--- config.mk ---
export PLATFORM = sky130hd
export DESIGN_NAME = chm_cell
export DESIGN_NICKNAME = d
export VERILOG_FILES = /design/src/sv/chm_pkg.sv /design/src/sv/chm_cell.sv
export SDC_FILE = /design/constraint.sdc
export NUM_CORES = 1
export LEC_CHECK = 0
export BUFFER_PORTS_ARGS = -buffer_cell sky130_fd_sc_hd__buf_2
export CAP_MARGIN = 20
export CORE_AREA = 4 4 128 130
export DETAILED_ROUTE_END_ITERATION = 10
export DIE_AREA = 0 0 132 134
export PLACE_DENSITY = 0.85
export SETUP_SLACK_MARGIN = 0.5
export SKIP_CTS_REPAIR_TIMING = 1
export SKIP_LAST_GASP = 1
export SLEW_MARGIN = 5
export SYNTH_ARGS = -nofsm -noshare
export SYNTH_HDL_FRONTEND = slang
export SYNTH_SLANG_ARGS = --single-unit
--- constraint.sdc ---
create_clock -name clock -period 5.9 [get_ports clock]
set_input_delay 1.18 -clock clock [delete_from_list [all_inputs] [get_ports clock]]
set_output_delay 1.18 -clock clock [all_outputs]
set_load 0.05 [all_outputs]
--- src/sv/chm_pkg.sv ---
// ----------------------------------------------------------------------------
// chm_pkg
// Shared types and constants for the chained hash map with dense storage.
// ----------------------------------------------------------------------------
`default_nettype none

package chm_pkg;

   localparam int CAPACITY_DEF    = 32;
   localparam int KEY_WIDTH_DEF   = 32;
   localparam int VALUE_WIDTH_DEF = 32;

   typedef enum logic [1:0] {
      OP_INSERT = 2'd0,
      OP_LOOKUP = 2'd1,
      OP_ERASE  = 2'd2,
      OP_NONE   = 2'd3
   } op_type;

   typedef enum logic [1:0] {
      ST_IDLE,
      ST_SCAN,
      ST_COMMIT
   } state_type;

   typedef struct packed {
      logic [1:0]  op;
      logic [31:0] key;
      logic [31:0] value;
   } req_type;

   typedef struct packed {
      logic        found;
      logic [31:0] result_value;
      logic        status;
      logic [5:0]  entry_count;
   } rsp_type;

   // Control broadcast from the sequencer to every cell
   typedef struct packed {
      logic scan_start;
      logic wr_value;
      logic wr_new;
      logic wr_move;
   } cell_ctl_type;

endpackage

`default_nettype wire

--- src/sv/chm_cell.sv ---
// ----------------------------------------------------------------------------
// chm_cell
// One table slot: holds a key and a value, matches the broadcast key and
// passes hit and move data to its right-hand neighbor.
// ----------------------------------------------------------------------------
`default_nettype none

module chm_cell
   import chm_pkg::*;
#(
   parameter int IDX         = 0,
   parameter int CAPACITY    = CAPACITY_DEF,
   parameter int KEY_WIDTH   = KEY_WIDTH_DEF,
   parameter int VALUE_WIDTH = VALUE_WIDTH_DEF
) (
   input  wire logic                            clock,
   input  wire cell_ctl_type                    ctl,
   input  wire logic [KEY_WIDTH-1:0]            key_in,
   input  wire logic [VALUE_WIDTH-1:0]          value_in,
   input  wire logic [$clog2(CAPACITY+1)-1:0]   count_in,
   input  wire logic [KEY_WIDTH-1:0]            mv_key,
   input  wire logic [VALUE_WIDTH-1:0]          mv_value,
   input  wire logic                            hit_i,
   input  wire logic [VALUE_WIDTH-1:0]          hval_i,
   input  wire logic [KEY_WIDTH-1:0]            lkey_i,
   input  wire logic [VALUE_WIDTH-1:0]          lval_i,
   output logic                                 hit_o,
   output logic [VALUE_WIDTH-1:0]               hval_o,
   output logic [KEY_WIDTH-1:0]                 lkey_o,
   output logic [VALUE_WIDTH-1:0]               lval_o
);

   localparam int CW = $clog2(CAPACITY+1);
   localparam logic [CW-1:0] IDX_C  = CW'(IDX);
   localparam logic [CW-1:0] NEXT_C = CW'(IDX + 1);

   logic [KEY_WIDTH-1:0]   key_ff, key_in_nx;
   logic [VALUE_WIDTH-1:0] val_ff, val_in_nx;
   logic                   match_ff, match_in;
   logic                   hit_ff;
   logic [VALUE_WIDTH-1:0] hval_ff, lval_ff;
   logic [KEY_WIDTH-1:0]   lkey_ff;
   logic                   is_last;

   assign is_last = (count_in == NEXT_C);

   always_comb begin
      match_in  = match_ff;
      key_in_nx = key_ff;
      val_in_nx = val_ff;
      if (ctl.scan_start) begin
         match_in = (IDX_C < count_in) && (key_ff == key_in);
      end
      if (ctl.wr_value && match_ff) begin
         val_in_nx = value_in;
      end
      if (ctl.wr_new && (count_in == IDX_C)) begin
         key_in_nx = key_in;
         val_in_nx = value_in;
      end
      if (ctl.wr_move && match_ff) begin
         key_in_nx = mv_key;
         val_in_nx = mv_value;
      end
   end

   // Advance the carry one cell per cycle
   always_ff @(posedge clock) begin
      key_ff   <= key_in_nx;
      val_ff   <= val_in_nx;
      match_ff <= match_in;
      hit_ff   <= hit_i | match_ff;
      hval_ff  <= match_ff ? val_ff : hval_i;
      lkey_ff  <= is_last ? key_ff : lkey_i;
      lval_ff  <= is_last ? val_ff : lval_i;
   end

   assign hit_o  = hit_ff;
   assign hval_o = hval_ff;
   assign lkey_o = lkey_ff;
   assign lval_o = lval_ff;

endmodule

`default_nettype wire

# After elaboration in Yosys (flattened, before gate mapping)
# Cells that the tools add are included.
[classes] magnitude_cmp=1 eq_ne=2 muxes=8 n_bitwise=1 reduce_logical=7
[ops] cell="$mux 32" count=8
[ops] cell="$eq 32x32->1" count=1
[ops] cell="$eq 6x1->1 const B" count=1
[ops] cell="$logic_not 6->1" count=1
[ops] cell="$lt 1x6->1 const A" count=1
[ops] cell="$logic_and 1x1->1" count=4
[ops] cell="$reduce_bool 3->1" count=1
[ops] cell="$reduce_bool 2->1" count=1
[ops] cell="$or 1x1->1" count=1
[word_totals] ff_bits=162 input_bits=236 output_inout_bits=97 word_cells=26

# Longest topological paths before layout
# Gate-level depths: netlist of the first run.
[logic_depth] ltp_word=4 mapped_depth=5 ltp_nobuf=4

# Worst setup path before layout of the first run
# Ideal clock, no wire load.
[synth_timing] path_type="input -> register" start="in count_in[1]" end="reg val_ff[0] (enable)" setup_time_ps=394 t_arrival_ps=2610 slack_ps=2895 stages=4 n_path_buf=0 cell_sequence="nor4_2 nor3b_1 nand2_1 nand3_1"
[synth_via] elab_chain_cells=3
[synth_lines] element="start, declared" line_no="chm_cell.sv:20" source="input wire logic [$clog2(CAPACITY+1)-1:0] count_in,"
[synth_lines] element="$logic_not 6->1" line_no="chm_cell.sv:57" source="if (ctl.wr_new && (count_in == IDX_C)) begin"
[synth_lines] element="$logic_and 1x1->1" line_no="chm_cell.sv:57"
[synth_lines] element="$reduce_bool 3->1 (no source line)"
[synth_lines] element="end signal, assigned" line_no="chm_cell.sv:70" source="val_ff <= val_in_nx;"
[synth_lines] element="end, declared" line_no="chm_cell.sv:38" source="logic [VALUE_WIDTH-1:0] val_ff, val_in_nx;"
# No other way between the ends.
# A chain may end at the register's enable or synchronous reset.

# Worst setup path after layout of the first run
[layout_timing] start="in count_in[2]" end="reg lkey_ff[0], in the netlist lkey_o[0]"
[layout_via] elab_chain_cells=2
[layout_lines] element="$eq 6x1->1" line_no="chm_cell.sv:45" source="assign is_last = (count_in == NEXT_C);"
[layout_lines] element="$mux 32" line_no="chm_cell.sv:74" source="lkey_ff <= is_last ? key_ff : lkey_i;"
[layout_lines] element="end signal, assigned" line_no="chm_cell.sv:74"
[layout_lines] element="end, declared" line_no="chm_cell.sv:42" source="logic [KEY_WIDTH-1:0] lkey_ff;"
# No other way between the ends.

==> flow_summary.rst, run 1 <==
.. list-table::
   :header-rows: 1

   * - Metric
     - Value
   * - H-tree depth reported by CTS
     - 4
   * - Clock net sink count
     - 162
   * - Least-Margin Pin Slew
     - 0.851 ns
   * - Share of the yosys chip area belonging to registers
     - 59.8%
   * - Bufs on Longest Clock Path
     - 2
   * - Instance count of the mapped netlist
     - 392
   * - Via count of the first global-routing pass
     - 4,792
   * - Cell count of the worst reg-to-reg path
     - 5
   * - Inserted Clock Buffers
     - 17
   * - Post-place setup slack
     - 2.79 ns
   * - Port bufs
     - 332
   * - Relative max-transition margin
     - 43.2%
   * - Synthesized area
     - 6510 um^2
   * - Synth area leaders
     - sky130_fd_sc_hd__edfxtp_1 (30%), sky130_fd_sc_hd__dfxtp_1 (30%), sky130_fd_sc_hd__mux2_2 (17%), sky130_fd_sc_hd__mux2_4 (14%), sky130_fd_sc_hd__xor2_1 (4.3%)
   * - Effective utilization at floorplan
     - 43.0%
   * - Cell variety after synth
     - 17
   * - Core footprint
     - 15,100 um^2
   * - Estimated wirelength of the detail-placed design
     - 13,700 um
   * - Final setup vio count
     - 0
   * - Tightest hold margin
     - 0.491 ns
   * - Most used cell, CP
     - sky130_fd_sc_hd__buf_4
   * - Layout cell share with drive strength beyond 1
     - 71.7%
   * - IO Pins
     - 333
   * - Global-route wire length before repair
     - 26,300 um
   * - Min cycle time layout
     - 2.68 ns
   * - Routability congestion estimate from global placement
     - 0.801
   * - Min-Delay Path Depth
     - 1
   * - Ratio of total power to cell area
     - 314 nW/um^2
   * - Worst path required time
     - 6.20 ns
   * - Number of slew-limit violations in the final report
     - 0
   * - Endpoint with the worst hold slack
     - lval_o[29]
   * - Standby leakage power
     - 4.21 nW
   * - Clk_lat worst skew
     - 0.42 ns
   * - Share of Yosys cell area claimed by the top area cell type
     - 30.0%
   * - Endpoint of the worst-slack reg-to-reg timing path
     - key_ff[28]
   * - Setup repair after global routing missed its margin
     - no
   * - Critical-path cell with the highest stage delay
     - sky130_fd_sc_hd__buf_4
   * - Initial detailed-routing violation count
     - 110
   * - Highest clock rate
     - 0.373 GHz
   * - Routed wire length
     - 17,700 um
   * - Final design utilization
     - 58.7%
   * - X dimension of the die
     - 132 um
   * - Number of vias in the routed layout
     - 4,453
   * - Worst setup skew after layout
     - 0.0126 ns
   * - CP max FO
     - 36
   * - Source of the worst register-to-register timing path
     - match_ff
   * - Final setup slack of the worst path
     - 3.22 ns
   * - Clock transition at the register clock pins on the worst setup and hold paths after CTS
     - 0.07 ns
   * - Global-route usage over all layers
     - 19.6%
   * - Slack of the worst reg-to-reg path
     - 3.37 ns
   * - Antenna-violating nets left
     - 0
   * - Final hold viol count
     - 0
   * - Total of max-cap violations
     - 0
   * - CP Class
     - input port to register
   * - Final-layout setup total negative slack
     - 0 ns
   * - Leading cell types in the layout, fill and taps excluded
     - sky130_fd_sc_hd__buf_2 (332), sky130_fd_sc_hd__mux2_2 (100), sky130_fd_sc_hd__dfxtp_1 (97), sky130_fd_sc_hd__edfxtp_1 (65), sky130_fd_sc_hd__mux2_4 (60)
   * - Worst setup SP type
     - input port
   * - Hold/Removal Path Class
     - register to register
   * - Startpoint of the tightest hold check path
     - val_ff[29]
   * - Clock tree from TritonCTS
     - built
   * - Ordered list of cells on the worst path
     - buf_2 -> nor4_2 -> nand3b_1 -> buf_4 -> buf_4 -> mux2_2
   * - Data arrival at the endpoint of the critical path
     - 2.99 ns
   * - Buffer type at the clock tree root
     - sky130_fd_sc_hd__clkbuf_16
   * - Post-synthesis register bit count
     - 162
   * - Antenna violations before repair
     - 2
   * - Yosys warns
     - 0
   * - Sort of element at the end of the critical path
     - register
   * - Congestion Overflow GR
     - 0
   * - DRC violations left
     - 0
   * - Ratio of final minimum period to clock period
     - 45.5%
   * - Leading cell type in the layout, fill and taps excluded
     - sky130_fd_sc_hd__buf_2
   * - Via/cell ratio
     - 4.78
   * - Vertical die dimension
     - 134 um
   * - Post-DR wirelength/cell
     - 19.0 um
   * - Maximum number of pins on one net before global-route repair
     - 38
   * - Post-Synthesis Net Count
     - 628
   * - Area growth from synthesis to final layout
     - 36.5%
   * - Crit path largest cell delay
     - 0.66 ns
   * - Peak supply drop
     - 0.206 mV
   * - Cell taking the most area after synthesis
     - sky130_fd_sc_hd__edfxtp_1
   * - Final nets
     - 966
   * - Average size of a mapped cell
     - 16.6 um^2
   * - Status
     - complete, no violations
   * - First-pass detailed-route iteration total
     - 4
   * - Die Outline Area
     - 17,700 um^2
   * - Placement Rows
     - 45
cell usage after synthesis, drive strengths merged:
cell      n
buf      18
nor3      1
dfxtp    97
mux2    160
nor4      9
nand2     4
edfxtp   65
nand3     1
xor2     32
nand4     2
or2       1
nor3b     1
nand3b    1
per-layer routing:
metal	vias to the layer above	wire [um]	track usage (%)
li1	2113	-	-
met1	2080	6040	19.1
met2	228	9520	36.7
met3	30	1740	8.81
met4	2	386	6.71
met5	-	7	0
where the power goes:
group / internal [mW] / switching, mW
sequential: 1.23 / 0.0223
clock: 0.646 / 0.492
combinational: 0.162 / 0.240
cell type report:
cell class	count	area, um^2
fill	1193	6260
multi-input combinational	212	2440
antenna	1	2.50
clock buffer	17	425
clock inverter	15	190
tap	188	235
timing repair buffer	337	1700
sequential	162	3890
worst max-delay path: cells and delay by family:
kind / cells / cell delay [ns]
buf+inv: 3 / 1.20
mux: 1 / 0.41
simple gates: 2 / 0.11
registers in the layout, indices dropped and copies added, names as in the netlist:
name and cells:
key_ff 32, match_ff 1, hit_o 1, lval_o 32, lkey_o 32, hval_o 32
val_ff 32
metrics by stage:
stage,std cells,total power [mW],area (um^2)
floorplan,392,1.53,6510
global placement,899,1.67,8270
detailed placement,899,1.68,8270
CTS,931,2.82,8880
global route,932,2.89,8890
finish,932,2.79,8890
cells by family after synthesis:
group	after synthesis	synth area share, %
xor gates and xnor gates	32	4.31
and+or+nand+nor	20	1.86
DFF	162	59.8
muxes	160	31.1
buffers and inverters	18	2.86
worst max path at each step:
stage | from | to | slack, ns | depth (start not counted)
after global placement | count_in[3] | lkey_o[1] | 2.81 | 6
final | count_in[2] | lkey_o[0] | 3.22 | 6
after CTS | count_in[2] | lkey_o[0] | 3.25 | 6
after global routing | count_in[1] | val_ff[13] | 3.14 | 5
after floorplan | count_in[1] | val_ff[0] | 2.90 | 4
after detailed placement | count_in[3] | lkey_o[1] | 2.79 | 6
Note: power is estimated with default switching activity, not from simulation.
==> inputs of run 2 (changes only) <==
==> constraint.sdc (replaced) <==
create_clock -name clock -period 2.56 [get_ports clock]
set_input_delay 0.512 -clock clock [delete_from_list [all_inputs] [get_ports clock]]
set_output_delay 0.512 -clock clock [all_outputs]
set_load 0.05 [all_outputs]
==> run 2 against run 1 <==
  * Flip-flop and latch count is the same
  * Clock skew shrank 0.0012 ns
  * Critical path type is now register to register
  * Combinational power grew 130%
  * Non-clock buffer count grew 1
  * Largest cell class unchanged
  * Largest power group unchanged
  * Worst hold slack lost 0.19 ns
==> flow_summary.rst, run 2 (synthesis gave the netlist of run 1 again) <==
.. list-table::
   :header-rows: 1

   * - Metric
     - Value
   * - IO Pins
     - 333
   * - Number of vias in the routed layout
     - 4,431
   * - Count of antenna diodes in the layout
     - 0
   * - Cell area reported after detailed placement
     - 8330 um^2
   * - Standby leakage power
     - 4.22 nW
   * - Via/cell ratio
     - 4.75
   * - Slack of the worst reg-to-reg path
     - 0.75 ns
   * - Inst Count DP
     - 900
   * - Cell count of the worst reg-to-reg path
     - 3
   * - Die Outline Area
     - 17,700 um^2
   * - Endpoint with the worst hold slack
     - match_ff
   * - Relative max-transition margin
     - 60.4%
   * - Buffer type at the clock tree root
     - sky130_fd_sc_hd__clkbuf_16
   * - Cell area after layout
     - 8890 um^2
   * - Post-place setup slack
     - 0.340 ns
   * - CP max FO
     - 44
   * - Final setup slack of the worst path
     - 0.752 ns
   * - Routability congestion estimate from global placement
     - 0.832
   * - Data arrival at the endpoint of the critical path
     - 1.97 ns
   * - Antenna-violating nets left
     - 0
   * - H-tree depth reported by CTS
     - 4
   * - Peak supply drop
     - 0.440 mV
   * - Ratio of total power to cell area
     - 702 nW/um^2
   * - Routed wire length
     - 17,400 um
   * - Internal Dissipation
     - 4.55 mW
   * - Number of standard cells in the final layout excluding fillers
     - 932
   * - Combinational group share of total power
     - 15.1%
   * - Core footprint
     - 15,100 um^2
   * - Clock net sink count
     - 162
   * - Number of filler instances in the final layout
     - 1,241
   * - Post-DR wirelength/cell
     - 18.7 um
   * - Sort of element at the end of the critical path
     - register
   * - Maximum number of pins on one net before global-route repair
     - 65
   * - Min cycle time layout
     - 1.81 ns
   * - Least-Margin Pin Slew
     - 0.589 ns
   * - Final design utilization
     - 58.7%
   * - Final-layout setup total negative slack
     - 0 ns
   * - DRC violations left
     - 0
   * - Relative contribution of sequential cells to total power
     - 46.2%
   * - Effective utilization at floorplan
     - 43.0%
   * - First-pass detailed-route iteration total
     - 4
   * - Area growth from synthesis to final layout
     - 36.6%
   * - Final setup vio count
     - 0
   * - Min-Delay Path Depth
     - 1
   * - Vertical die dimension
     - 134 um
   * - Port bufs
     - 332
   * - Placement Rows
     - 45
   * - Top layer reached by signal wires
     - met5
   * - Hold/Removal Path Class
     - input port to register
   * - Clock tree from TritonCTS
     - built
   * - Bufs on Longest Clock Path
     - 2
   * - Leading cell type in the layout, fill and taps excluded
     - sky130_fd_sc_hd__buf_2
   * - X dimension of the die
     - 132 um
   * - Clk_lat worst skew
     - 0.42 ns
   * - CP Class
     - register to register
   * - Switching power of the nets
     - 1.70 mW
   * - Endpoint of the worst-slack reg-to-reg timing path
     - val_ff[21]
   * - Layout cell share with drive strength beyond 1
     - 71.8%
   * - Antenna violations before repair
     - 1
   * - Wire length on met3
     - 1520 um
   * - Initial detailed-routing violation count
     - 135
   * - Global-route usage over all layers
     - 19.2%
   * - Metal1 wirelength
     - 6120 um
   * - Number of slew-limit violations in the final report
     - 0
   * - Source of the worst register-to-register timing path
     - match_ff
   * - Leading cell types in the layout, fill and taps excluded
     - sky130_fd_sc_hd__buf_2 (332), sky130_fd_sc_hd__mux2_2 (100), sky130_fd_sc_hd__dfxtp_1 (97), sky130_fd_sc_hd__edfxtp_1 (65), sky130_fd_sc_hd__mux2_4 (60)
   * - Clock group share of total power
     - 38.7%
   * - Congestion Overflow GR
     - 0
   * - Final Power
     - 6.25 mW
   * - Highest clock rate
     - 0.553 GHz
   * - Worst setup SP type
     - register
   * - Met2 wirelength from detailed routing
     - 9330 um
   * - Setup repair after global routing missed its margin
     - no
   * - Worst setup skew after layout
     - 0.0114 ns
   * - Global-route wire length before repair
     - 25,600 um
   * - Estimated wirelength of the detail-placed design
     - 13,600 um
   * - Total of max-cap violations
     - 0
   * - Clock transition at the register clock pins on the worst setup and hold paths after CTS
     - 0.06 ns
   * - Worst path required time
     - 2.72 ns
   * - Final hold viol count
     - 0
   * - Ratio of final minimum period to clock period
     - 70.6%
   * - Status
     - complete, no violations
   * - Final nets
     - 967
   * - Tightest hold margin
     - 0.304 ns
   * - Via count of the first global-routing pass
     - 4,745
   * - Fraction of power spent switching nets
     - 27.2%
   * - Inserted Clock Buffers
     - 17
   * - Startpoint of the tightest hold check path
     - ctl[3]
[run 2: cell count changes in the layout (fill, tap and decap cells not counted)]
cell | previous run | this run
sky130_fd_sc_hd__buf_12 | 0 | 4
sky130_fd_sc_hd__buf_4 | 5 | 2
sky130_fd_sc_hd__bufinv_16 | 2 | 0
sky130_fd_sc_hd__clkinv_4 | 1 | 3
sky130_fd_sc_hd__clkinv_8 | 2 | 0
sky130_fd_sc_hd__inv_6 | 4 | 6
sky130_fd_sc_hd__inv_8 | 3 | 1
sky130_fd_sc_hd__clkbuf_1 | 0 | 1
sky130_fd_sc_hd__clkbuf_16 | 17 | 18
sky130_fd_sc_hd__diode_2 | 1 | 0
sky130_fd_sc_hd__nand2_1 | 3 | 2
sky130_fd_sc_hd__nand2_2 | 0 | 1
[run 2: area by class of cell]
cell class | count | area, um^2 | area share [%]
multi-input cells | 212 | 2440 | 27.5
well taps | 188 | 235 | 2.64
clock inverters | 13 | 110 | 1.24
flip-flops and latches | 162 | 3890 | 43.8
repair buffers | 338 | 1760 | 19.8
clock buffers | 19 | 454 | 5.11
[run 2: how the worst max path moves through the flow]
| stage | start | to | slack [ns] |
|---|---|---|---|
| 2_1_floorplan | count_in[1] | val_ff[0] | 0.59 |
| 3_3_place_gp | count_in[1] | val_ff[8] | 0.47 |
| 3_5_place_dp | count_in[1] | val_ff[9] | 0.34 |
| 4_1_cts | match_ff | val_ff[21] | 0.74 |
| 5_1_grt | key_ff[5] | match_ff | 0.65 |
| 6_report | match_ff | val_ff[21] | 0.75 |
[run 2: per-layer routing]
metal | track usage [%] | vias up
li1 | - | 2110
met1 | 19.5 | 2061
met2 | 35.4 | 226
met3 | 7.16 | 32
met4 | 7.76 | 2
met5 | 0 | -
[run 2: worst max-delay path: stages, from the launching register on]
cell and delay [ns]:
sky130_fd_sc_hd__edfxtp_1 0.49, sky130_fd_sc_hd__nand2_4 0.33, sky130_fd_sc_hd__buf_12 0.29, sky130_fd_sc_hd__mux2_2 0.39
[run 2: power groups by stage]
stage          Sequential (mW)  Combinational (mW)  Clock [mW]
2_1_floorplan             3.27               0.256           0
3_3_place_gp              2.94               0.932           0
3_5_place_dp              2.95               0.947           0
4_1_cts                   2.89               0.952        2.47
5_1_grt                   2.90               0.992        2.59
6_report                  2.89               0.942        2.42
